## src/rtl/b64d_pkg.sv

```systemverilog
// ----------------------------------------------------------------------------
// b64d_pkg: shared types for the streaming Base64 decoder
// Word formats on both channels, the character classes and the queue entry
// that passes from the classifier to the bit packer.
// ----------------------------------------------------------------------------
package b64d_pkg;

    localparam int unsigned CharWidth  = 8;
    localparam int unsigned SextWidth  = 6;
    localparam int unsigned HeldWidth  = 3;
    localparam int unsigned QueueDepth = 2;
    localparam int unsigned QueueCntW  = $clog2(QueueDepth + 1);
    localparam int unsigned QueuePtrW  = $clog2(QueueDepth);

    localparam logic [CharWidth-1:0] CharNul   = 8'h00;
    localparam logic [CharWidth-1:0] CharLf    = 8'h0a;
    localparam logic [CharWidth-1:0] CharCr    = 8'h0d;
    localparam logic [CharWidth-1:0] CharPlus  = 8'h2b;
    localparam logic [CharWidth-1:0] CharSlash = 8'h2f;
    localparam logic [CharWidth-1:0] CharPad   = 8'h3d;
    localparam logic [CharWidth-1:0] CharZero  = 8'h30;
    localparam logic [CharWidth-1:0] CharNine  = 8'h39;
    localparam logic [CharWidth-1:0] CharUpA   = 8'h41;
    localparam logic [CharWidth-1:0] CharUpZ   = 8'h5a;
    localparam logic [CharWidth-1:0] CharLoA   = 8'h61;
    localparam logic [CharWidth-1:0] CharLoZ   = 8'h7a;

    localparam logic [SextWidth-1:0] SextLowerBase = 6'd26;
    localparam logic [SextWidth-1:0] SextDigitBase = 6'd52;
    localparam logic [SextWidth-1:0] SextPlus      = 6'd62;
    localparam logic [SextWidth-1:0] SextSlash     = 6'd63;

    localparam logic [HeldWidth-1:0] Held0 = 3'd0;
    localparam logic [HeldWidth-1:0] Held2 = 3'd2;
    localparam logic [HeldWidth-1:0] Held4 = 3'd4;
    localparam logic [HeldWidth-1:0] Held6 = 3'd6;

    typedef enum logic [1:0] {
        CLS_SKIP = 2'd0,
        CLS_PAD  = 2'd1,
        CLS_BAD  = 2'd2,
        CLS_DATA = 2'd3
    } b64d_cls_t;

    typedef struct packed {
        logic [CharWidth-1:0] in_char;
        logic                 end_of_text;
    } b64d_in_word_t;

    typedef struct packed {
        logic [CharWidth-1:0] out_byte;
        logic                 byte_valid;
        logic                 bad_char;
        logic                 last_out;
    } b64d_out_word_t;

    typedef struct packed {
        b64d_cls_t            cls;
        logic [SextWidth-1:0] sextet;
        logic                 last;
    } b64d_entry_t;

    typedef struct packed {
        logic                 not_empty;
        logic                 full;
        logic [QueueCntW-1:0] count;
    } b64d_qstat_t;

    typedef struct packed {
        logic [HeldWidth-1:0] held;
        logic                 pad;
    } b64d_bstat_t;

endpackage

```

## src/rtl/b64d_front.sv

```systemverilog
// ----------------------------------------------------------------------------
// b64d_front: input side of the decoder
// Takes one character word per cycle while not stalled, sorts it into skip,
// padding, bad or data, maps data characters to their 6-bit value and pushes the result.
// ----------------------------------------------------------------------------
module b64d_front (
    input  logic                   clk,
    input  logic                   rst_n,
    input  logic                   src_valid,
    output logic                   src_stall,
    input  b64d_pkg::b64d_in_word_t src_data,
    input  logic                   q_full,
    output logic                   q_push,
    output b64d_pkg::b64d_entry_t  q_entry
);
    import b64d_pkg::*;

    logic [CharWidth-1:0] ch;
    logic                 is_upper;
    logic                 is_lower;
    logic                 is_digit;
    logic [CharWidth-1:0] off_upper;
    logic [CharWidth-1:0] off_lower;
    logic [CharWidth-1:0] off_digit;

    assign ch        = src_data.in_char;
    assign is_upper  = (ch >= CharUpA) && (ch <= CharUpZ);
    assign is_lower  = (ch >= CharLoA) && (ch <= CharLoZ);
    assign is_digit  = (ch >= CharZero) && (ch <= CharNine);
    assign off_upper = ch - CharUpA;
    assign off_lower = ch - CharLoA;
    assign off_digit = ch - CharZero;

    always_comb
    begin
        q_entry.last   = src_data.end_of_text;
        q_entry.sextet = '0;
        q_entry.cls    = CLS_BAD;
        if ((ch == CharCr) || (ch == CharLf) || (ch == CharNul))
        begin
            q_entry.cls = CLS_SKIP;
        end
        else if (ch == CharPad)
        begin
            q_entry.cls = CLS_PAD;
        end
        else if (is_upper)
        begin
            q_entry.cls    = CLS_DATA;
            q_entry.sextet = off_upper[SextWidth-1:0];
        end
        else if (is_lower)
        begin
            q_entry.cls    = CLS_DATA;
            q_entry.sextet = off_lower[SextWidth-1:0] + SextLowerBase;
        end
        else if (is_digit)
        begin
            q_entry.cls    = CLS_DATA;
            q_entry.sextet = off_digit[SextWidth-1:0] + SextDigitBase;
        end
        else if (ch == CharPlus)
        begin
            q_entry.cls    = CLS_DATA;
            q_entry.sextet = SextPlus;
        end
        else if (ch == CharSlash)
        begin
            q_entry.cls    = CLS_DATA;
            q_entry.sextet = SextSlash;
        end
    end

    // Reset holds the input stalled so that no word is taken before the
    // queue pointers are clean.
    logic run_reg;

    always_ff @(posedge clk or negedge rst_n)
    begin
        if (!rst_n)
        begin
            run_reg <= 1'b0;
        end
        else
        begin
            run_reg <= 1'b1;
        end
    end

    assign src_stall = q_full || !run_reg;
    assign q_push    = src_valid && !src_stall;

endmodule

```

## src/rtl/b64d_queue.sv

```systemverilog
// ----------------------------------------------------------------------------
// b64d_queue: short queue between classifier and bit packer
// Two entries deep, so both sides can stall on their own while a word
// still moves every cycle.
// ----------------------------------------------------------------------------
module b64d_queue (
    input  logic                  clk,
    input  logic                  rst_n,
    input  logic                  push,
    input  b64d_pkg::b64d_entry_t push_entry,
    input  logic                  pop,
    output b64d_pkg::b64d_entry_t head,
    output b64d_pkg::b64d_qstat_t status
);
    import b64d_pkg::*;

    b64d_entry_t          slot_reg [QueueDepth];
    logic [QueuePtrW-1:0] wr_ptr_reg;
    logic [QueuePtrW-1:0] wr_ptr_next;
    logic [QueuePtrW-1:0] rd_ptr_reg;
    logic [QueuePtrW-1:0] rd_ptr_next;
    logic [QueueCntW-1:0] count_reg;
    logic [QueueCntW-1:0] count_next;

    always_comb
    begin
        wr_ptr_next = wr_ptr_reg;
        rd_ptr_next = rd_ptr_reg;
        count_next  = count_reg;
        if (push)
        begin
            wr_ptr_next = (wr_ptr_reg == QueuePtrW'(QueueDepth - 1)) ? '0 : wr_ptr_reg + 1'b1;
        end
        if (pop)
        begin
            rd_ptr_next = (rd_ptr_reg == QueuePtrW'(QueueDepth - 1)) ? '0 : rd_ptr_reg + 1'b1;
        end
        if (push && !pop)
        begin
            count_next = count_reg + QueueCntW'(1);
        end
        else if (pop && !push)
        begin
            count_next = count_reg - QueueCntW'(1);
        end
    end

    always_ff @(posedge clk or negedge rst_n)
    begin
        if (!rst_n)
        begin
            wr_ptr_reg <= '0;
            rd_ptr_reg <= '0;
            count_reg  <= '0;
        end
        else
        begin
            wr_ptr_reg <= wr_ptr_next;
            rd_ptr_reg <= rd_ptr_next;
            count_reg  <= count_next;
        end
    end

    always_ff @(posedge clk)
    begin
        if (push)
        begin
            slot_reg[wr_ptr_reg] <= push_entry;
        end
    end

    assign head             = slot_reg[rd_ptr_reg];
    assign status.count     = count_reg;
    assign status.not_empty = (count_reg != '0);
    assign status.full      = (count_reg == QueueCntW'(QueueDepth));

endmodule

```

## src/rtl/b64d_back.sv

```systemverilog
// ----------------------------------------------------------------------------
// b64d_back: bit packer and result register
// Pops classified words, shifts sextets into the pending bits, emits a byte
// once eight bits are held and keeps the result until it is taken.
// ----------------------------------------------------------------------------
module b64d_back (
    input  logic                     clk,
    input  logic                     rst_n,
    input  logic                     q_not_empty,
    input  b64d_pkg::b64d_entry_t    q_head,
    output logic                     q_pop,
    output logic                     dst_valid,
    input  logic                     dst_stall,
    output b64d_pkg::b64d_out_word_t dst_data,
    output b64d_pkg::b64d_bstat_t    status
);
    import b64d_pkg::*;

    // Only the low held_reg bits of acc_reg are pending; the rest stay zero.
    logic [SextWidth-1:0] acc_reg;
    logic [SextWidth-1:0] acc_next;
    logic [HeldWidth-1:0] held_reg;
    logic [HeldWidth-1:0] held_next;
    logic                 pad_reg;
    logic                 pad_next;
    logic                 out_valid_reg;
    logic                 out_valid_next;
    b64d_out_word_t       out_word_reg;
    b64d_out_word_t       result;
    logic                 take;

    assign take  = !out_valid_reg || !dst_stall;
    assign q_pop = q_not_empty && take;

    always_comb
    begin
        acc_next          = acc_reg;
        held_next         = held_reg;
        pad_next          = pad_reg;
        result.out_byte   = '0;
        result.byte_valid = 1'b0;
        result.bad_char   = 1'b0;
        result.last_out   = q_head.last;
        case (q_head.cls)
            CLS_PAD:
            begin
                pad_next = 1'b1;
            end
            CLS_BAD:
            begin
                result.bad_char = 1'b1;
            end
            CLS_DATA:
            begin
                if (!pad_reg)
                begin
                    unique case (held_reg)
                        Held0:
                        begin
                            acc_next  = q_head.sextet;
                            held_next = Held6;
                        end
                        Held2:
                        begin
                            result.out_byte   = {acc_reg[1:0], q_head.sextet};
                            result.byte_valid = 1'b1;
                            acc_next          = '0;
                            held_next         = Held0;
                        end
                        Held4:
                        begin
                            result.out_byte   = {acc_reg[3:0], q_head.sextet[5:2]};
                            result.byte_valid = 1'b1;
                            acc_next          = {4'b0, q_head.sextet[1:0]};
                            held_next         = Held2;
                        end
                        Held6:
                        begin
                            result.out_byte   = {acc_reg[5:0], q_head.sextet[5:4]};
                            result.byte_valid = 1'b1;
                            acc_next          = {2'b0, q_head.sextet[3:0]};
                            held_next         = Held4;
                        end
                        default:
                        begin
                            acc_next  = '0;
                            held_next = Held0;
                        end
                    endcase
                end
            end
            default:
            begin
            end
        endcase
        // The end marker drops leftover bits and clears padding.
        if (q_head.last)
        begin
            acc_next  = '0;
            held_next = Held0;
            pad_next  = 1'b0;
        end
    end

    assign out_valid_next = q_pop ? 1'b1 : (out_valid_reg && dst_stall);

    always_ff @(posedge clk or negedge rst_n)
    begin
        if (!rst_n)
        begin
            acc_reg       <= '0;
            held_reg      <= Held0;
            pad_reg       <= 1'b0;
            out_valid_reg <= 1'b0;
        end
        else
        begin
            out_valid_reg <= out_valid_next;
            if (q_pop)
            begin
                acc_reg  <= acc_next;
                held_reg <= held_next;
                pad_reg  <= pad_next;
            end
        end
    end

    always_ff @(posedge clk)
    begin
        if (q_pop)
        begin
            out_word_reg <= result;
        end
    end

    assign dst_valid   = out_valid_reg;
    assign dst_data    = out_word_reg;
    assign status.held = held_reg;
    assign status.pad  = pad_reg;

endmodule

```

## src/rtl/base64_stream_decoder.sv

```systemverilog
// ----------------------------------------------------------------------------
// base64_stream_decoder: streaming Base64 decoder
// Path: an accepted word is written into the queue, then popped into the result register.
// Throughput: one character word per cycle; the two-entry queue between the
// classifier and the bit packer plus the result register absorb stalls.
// Reset: asynchronous, active low; clears pending bits, padding state and the
// queue, and holds the input stalled until the run register is set after release.
// ----------------------------------------------------------------------------
module base64_stream_decoder (
    input  logic                     clk,
    input  logic                     rst_n,
    input  logic                     src_valid,
    output logic                     src_stall,
    input  b64d_pkg::b64d_in_word_t  src_data,
    output logic                     dst_valid,
    input  logic                     dst_stall,
    output b64d_pkg::b64d_out_word_t dst_data
);
    import b64d_pkg::*;

    logic        q_push;
    logic        q_pop;
    b64d_entry_t q_entry;
    b64d_entry_t q_head;
    b64d_qstat_t q_status;
    b64d_bstat_t b_status;

    b64d_front u_front (
        .clk       (clk),
        .rst_n     (rst_n),
        .src_valid (src_valid),
        .src_stall (src_stall),
        .src_data  (src_data),
        .q_full    (q_status.full),
        .q_push    (q_push),
        .q_entry   (q_entry)
    );

    b64d_queue u_queue (
        .clk        (clk),
        .rst_n      (rst_n),
        .push       (q_push),
        .push_entry (q_entry),
        .pop        (q_pop),
        .head       (q_head),
        .status     (q_status)
    );

    b64d_back u_back (
        .clk         (clk),
        .rst_n       (rst_n),
        .q_not_empty (q_status.not_empty),
        .q_head      (q_head),
        .q_pop       (q_pop),
        .dst_valid   (dst_valid),
        .dst_stall   (dst_stall),
        .dst_data    (dst_data),
        .status      (b_status)
    );

`ifndef SYNTHESIS
    a_queue_bound: assert property (@(posedge clk) disable iff (!rst_n)
        q_status.count <= QueueCntW'(QueueDepth))
        else $error("queue holds more words than it has entries");

    a_no_pop_empty: assert property (@(posedge clk) disable iff (!rst_n)
        q_pop |-> q_status.not_empty)
        else $error("word popped from an empty queue");

    a_end_clears: assert property (@(posedge clk) disable iff (!rst_n)
        (q_pop && q_head.last) |=> (b_status.held == Held0 && !b_status.pad))
        else $error("decoder state not cleared after the end marker");

    a_held_even: assert property (@(posedge clk) disable iff (!rst_n)
        !b_status.held[0])
        else $error("odd number of pending bits");
`endif

endmodule
```

## config.mk

```make
export PLATFORM = sky130hd
export DESIGN_NAME = base64_stream_decoder
export DESIGN_NICKNAME = d
export VERILOG_FILES = /design/src/rtl/b64d_pkg.sv /design/src/rtl/b64d_front.sv /design/src/rtl/b64d_queue.sv /design/src/rtl/b64d_back.sv /design/src/rtl/base64_stream_decoder.sv
export SDC_FILE = /design/constraint.sdc
export NUM_CORES = 1
export LEC_CHECK = 0
export BUFFER_PORTS_ARGS = -buffer_cell sky130_fd_sc_hd__clkbuf_2
export CAP_MARGIN = 40
export CORE_MARGIN = 2
export CORE_UTILIZATION = 45
export CTS_CLUSTER_SIZE = 10
export DETAILED_ROUTE_END_ITERATION = 16
export SLEW_MARGIN = 20
export SYNTH_ARGS = -nofsm -noshare
export SYNTH_HDL_FRONTEND = slang
export SYNTH_SLANG_ARGS = --single-unit
```

## constraint.sdc

```tcl
create_clock -name clk -period 3.05 [get_ports clk]
set_input_delay 0.4575 -clock clk [delete_from_list [all_inputs] [get_ports clk]]
set_output_delay 0.4575 -clock clk [all_outputs]
set_load 0.01 [all_outputs]
```

# After elaboration in Yosys (flattened, before gate mapping)
# Memory sizes are Yosys's and may differ from the RTL's.
# Cells that the tools add are included.
# totals
mem_bits_ro,0
inputBits,13
reg_bits,27
mem_bits_rw,18
n_memories,1
latchBits,0
wordCells,97
# op_classes
n_div,0
muxes,28
shifts,0
mul,0
add_sub_neg,9
bitwise,1
n_lt_le_gt_ge,6
reduce_logical,27
n_eq_ne,13
# memory_table
memory,depth,width,rd,rd_ports_with_merged_regs,write_ports,line_no,rtl
u_queue.slot_reg,2,9,1,0,1,b64d_queue.sv:17,b64d_entry_t slot_reg [QueueDepth];
# ops
cell,n
6-bit two-way mux,5
9-bit case mux with 3 select lines,1
8-bit by 6-bit equality test with 1-bit output (second input constant),3
8-bit two-way mux,3
6-bit case mux with 3 select lines,1
8-bit by 4-bit equality test with 1-bit output (second input constant),2
8-bit by 7-bit greater-or-equal comparator with 1-bit output (second input constant),2
8-bit by 7-bit <= comparator with 1-bit output (second input constant),2
7-bit two-way mux,2
6-bit subtractor (second input constant),2
3-bit two-way mux,3
3-bit case mux with 3 select lines,1
8-bit by 6-bit greater-or-equal comparator with 1-bit output (second input constant),1
8-bit by 6-bit <= comparator with 1-bit output (second input constant),1
1-bit logical AND,8
8-bit logical NOT,1
1-bit two-way mux,8
2-bit two-way mux,4
2-bit nonzero test,4
6-bit by 5-bit adder with 6-bit output (second input constant),1
6-bit adder (second input constant),1
2-bit equality test (second input constant),3
3-bit equality test (second input constant),2
1-bit logical NOT,6
13 further kinds,17

# Longest topological paths before layout
# depth
ltp_word,8
ltp_mapped,9
ltp_nobuf,7

# By module
# A second synthesis with hierarchy kept.
# unflattened
hier_cells,228
area_unflattened_um2,2641.3
# by_module_without_submodules
module,n_inst,seq_area_each_um2,cells_per_inst,area_each_um2
b64d_back,1,580.6,89,1053.5
b64d_queue,1,640.6,44,844.6
b64d_front,1,25.0,95,743.2

# Worst setup path before layout
# OpenSTA, ideal clock, no wires.
# synth_timing
path_kind,input to register
from,in src_data[3] (netlist bit)
to,mem u_queue.slot_reg[0][4] (netlist bit) (data pin)
path_buffers,2
cell_stages,9
path_slack_ns,0.869
arrival_time_ns,1.902
setup_time_ns,0.279
path_cell_list,clkbuf_1 > inv_1 > ha_1 > inv_1 > o21ai_1 > o221a_2 > buf_6 > a221oi_1 > nor3_1
# synth_rtl
item,line_no,rtl
start: declaration,base64_stream_decoder.sv:14,"input b64d_pkg::b64d_in_word_t src_data,"
end: declaration,b64d_queue.sv:17,

==> flow_summary.ini <==
[run_status]
outcome = finished clean

[worst_setup_path]
reg2reg_slack_ns = 1.07
critical_path_peak_fanout = 10
r2r_cells = 3
required_ns = 3.06
worstSetupPathType = in -> reg
cp.arrival_ns = 2.05
worstReg2RegEnd = u_back.acc_reg[5]
end_kind = register
crit-reg2reg-launch = u_queue.rd_ptr_reg
setup.worst_path.start_class = primary input

[sta]
timing.clock.skew_ns = 0.00824
period_share_pct = 67.0
hold_ws_ns = 0.0782
fin_crit_ns = 2.04
totalNegativeSetupSlack_ns = 0
final-max-slew-violation-count = 0
slew-limit-headroom_pct = 48.8
grt_setup_unrepaired = false
timing.final.ws_setup_ns = 1.01
final-setup-viol-count = 0
achievable-frequency_mhz = 489
timing_hold_violations_final = 0
worstMarginPinSlew_ns = 0.765

[floorplan]
die_area_um2 = 6030
initial_core_utilization_pct = 47.2
boundaryPins = 26
core_area_um2 = 5170
num_rows = 26
die-height_um = 77.7
die_width_um = 77.7

[clock_tree]
clkLatencyLatePin_ns = 0.29
clk_pin_slew_ns = 0.08
h-tree-depth = 2
cts_sinks = 44
cts_root_buf = sky130_fd_sc_hd__clkbuf_8
cts.path.max_buffers = 2
post-cts-setup-buffer-count = 0
post_cts_hold_buffer_count = 0
cts_inserted_buffers = 5
cts-resized-gates = 0
clock_tree_from_tritoncts = yes

[synthesis]
synth_top_family_by_area = compound AO/OA/AOI/OAI gates
post_synth_fa_ha_maj_area_fraction_pct = 7.68
yosysWarningCount = 0
count_of_flip_flops_with_a_built_in_enable_after_synthesis = 29
yosys.cell_count.top_type = sky130_fd_sc_hd__edfxtp_1
synth_largest_area_cell = sky130_fd_sc_hd__edfxtp_1
yosys-top-cells-area = sky130_fd_sc_hd__edfxtp_1 (36%), sky130_fd_sc_hd__dfrtp_1 (15%), sky130_fd_sc_hd__ha_1 (7.7%), sky130_fd_sc_hd__xnor2_1 (3.9%), sky130_fd_sc_hd__nor2_1 (2.9%)
synth.area.mux_share_pct = 3.13
synthDominantCellAreaShare_pct = 35.7
synthTopCellsByCount = sky130_fd_sc_hd__edfxtp_1 (29), sky130_fd_sc_hd__nor2_1 (19)
syn-instance-count = 223
synth.lib_cells_used.distinct = 45
yosys_most_used_dff = sky130_fd_sc_hd__edfxtp_1
number_of_synthesized_register_bits = 44
synth_simple_gate_area_share_pct = 13.6
postSynthAreaPerCell_um2 = 11.0
synth_nets = 251
syn_area_um2 = 2440
fraction_of_the_yosys_area_taken_by_sequential_cells_pct = 51.0
async_reset_ff_share_pct = 34.1
synth_area_in_compound_gates_pct = 15.7
synth-xor-area-share_pct = 4.30

[global_routing]
globalRoute.totalOverflow = 0
antenna_found_initial = 0
grtUsageTotal_pct = 15.9
pin_count_of_the_biggest_net_entering_global_routing = 16
grt_pass1_vias = 1622
grt_pass1_wl_mm = 7.65

[cells_and_area]
syn_to_layout_area_delta_pct = 10.5
fillerInstances = 469
multi_input_area_um2 = 1090
antenna_fix_cells = 0
share_of_post_route_cells_with_drive_strength_above_1_pct = 19.1
sequential_cell_area_um2 = 1250
fin_nets = 273
largest_register_ffs = 18

[placed_design]
finalWeightedCongestion = 0.899
post_placement_setup_slack_ns = 0.725
post_dp_hpwl_mm = 3.20
port_buffers = 25

[drt]
drt_first_pass_iters = 5
first_iter_violations = 122
antenna_violation_net_count_after_detailed_routing = 0
route.final.wire_length_mm = 4.33
post-route-drc-count = 0
route.detailed.wl_per_inst_um = 13.7
viasPerCell = 5.36
route.vias.total = 1695

[power]
totalPowerFinal_uw = 1940
ir_worst_vdd_v = 0.000345
leakagePower_uw = 0.00107
power.density_nw_per_um2 = 721

[run]
cap_violations = 0

[min_path]
hp-class = in -> async
## cell families (layout without fill, tap and decap cells)
kind of cell | after synthesis | after routing
adders and majority gates | 15 | 15
DFF | 44 | 44
muxes | 7 | 7
AOI/OAI and AO/OA | 51 | 51
xor gates and xnor gates | 12 | 12
and+or+nand+nor | 67 | 67
buffers and inverters | 26 | 49
other | 1 | 1
## report_power, final
group | switching (µW) | leakage, µW | total, µW | internal [µW]
Sequential | 122 | 0.000465 | 952 | 830
Combinational | 369 | 0.000552 | 627 | 258
Clock | 181 | 0.0000488 | 366 | 184
## layer usage
metal  vias to the layer above  part of all wire (%)  global-route usage [%]
li1                        867                     -                       -
met1                       789                    47                    20.5
met2                        35                    48                    26.8
met3                         4                   3.2                    3.14
met4                         0                  0.95                    4.82
met5                         -                     0                       0
## how the worst max path moves through the flow
stage / startpoint / end / slack (ns)
2_1_floorplan: src_data[3] / u_queue.slot_reg[0][4] / 0.87
3_3_place_gp: src_data[1] / u_queue.slot_reg[1][5] / 0.74
3_5_place_dp: src_data[1] / u_queue.slot_reg[1][4] / 0.73
4_1_cts: src_data[1] / u_queue.slot_reg[1][5] / 1.02
5_1_grt: u_queue.rd_ptr_reg / u_back.acc_reg[5] / 0.83
6_report: src_data[1] / u_queue.slot_reg[0][4] / 1.01
## worst max-delay path, cell delays in order
cell and delay [ns]:
sky130_fd_sc_hd__clkbuf_2 0.15, sky130_fd_sc_hd__inv_1 0.12, sky130_fd_sc_hd__ha_1 0.29, sky130_fd_sc_hd__nor2b_1 0.16, sky130_fd_sc_hd__o21ai_1 0.09, sky130_fd_sc_hd__o221a_2 0.37
sky130_fd_sc_hd__a221oi_1 0.31, sky130_fd_sc_hd__nor3_1 0.10
## metrics by stage
| step | area (µm²) | std cells | utilization (%) |
|---|---|---|---|
| 3_3_place_gp | 2610 | 308 | 50.4 |
| 6_report | 2700 | 316 | 52.2 |
| 3_5_place_dp | 2610 | 308 | 50.4 |
| 5_1_grt | 2700 | 316 | 52.2 |
| 2_1_floorplan | 2440 | 223 | - |
| 4_1_cts | 2700 | 316 | 52.2 |
## area by class of cell
type                            instances  share of cell area [%]
Multi-Input combinational cell        153                    40.3
Sequential cell                        44                    46.2
Inverter                               16                    2.23
Clock inverter                          1                   0.232
Timing Repair Buffer                   25                    4.64
Clock buffer                            7                    3.20
Tap cell                               70                    3.25
## cells in the final DEF (no fill, tap or decap), types with 3 or more instances in the layout
| master | instances |
|---|---|
| sky130_fd_sc_hd__ha_1 | 15 |
| sky130_fd_sc_hd__clkbuf_2 | 25 |
| sky130_fd_sc_hd__mux2_2 | 5 |
| sky130_fd_sc_hd__nor2b_1 | 6 |
| sky130_fd_sc_hd__o211ai_1 | 3 |
| sky130_fd_sc_hd__edfxtp_1 | 29 |
| sky130_fd_sc_hd__a221oi_1 | 5 |
| sky130_fd_sc_hd__nor2_1 | 19 |
| sky130_fd_sc_hd__clkbuf_8 | 6 |
| sky130_fd_sc_hd__o21ai_0 | 7 |
| sky130_fd_sc_hd__inv_1 | 15 |
| sky130_fd_sc_hd__xnor2_1 | 11 |
| sky130_fd_sc_hd__o21ai_1 | 5 |
| sky130_fd_sc_hd__a21oi_1 | 10 |
| sky130_fd_sc_hd__nand3_1 | 8 |
| sky130_fd_sc_hd__dfrtp_1 | 15 |
| sky130_fd_sc_hd__nand2_1 | 15 |
| sky130_fd_sc_hd__o31ai_1 | 3 |
| sky130_fd_sc_hd__a222oi_1 | 6 |
| sky130_fd_sc_hd__nor3_1 | 7 |
Note: power is estimated with default switching activity, not from simulation.
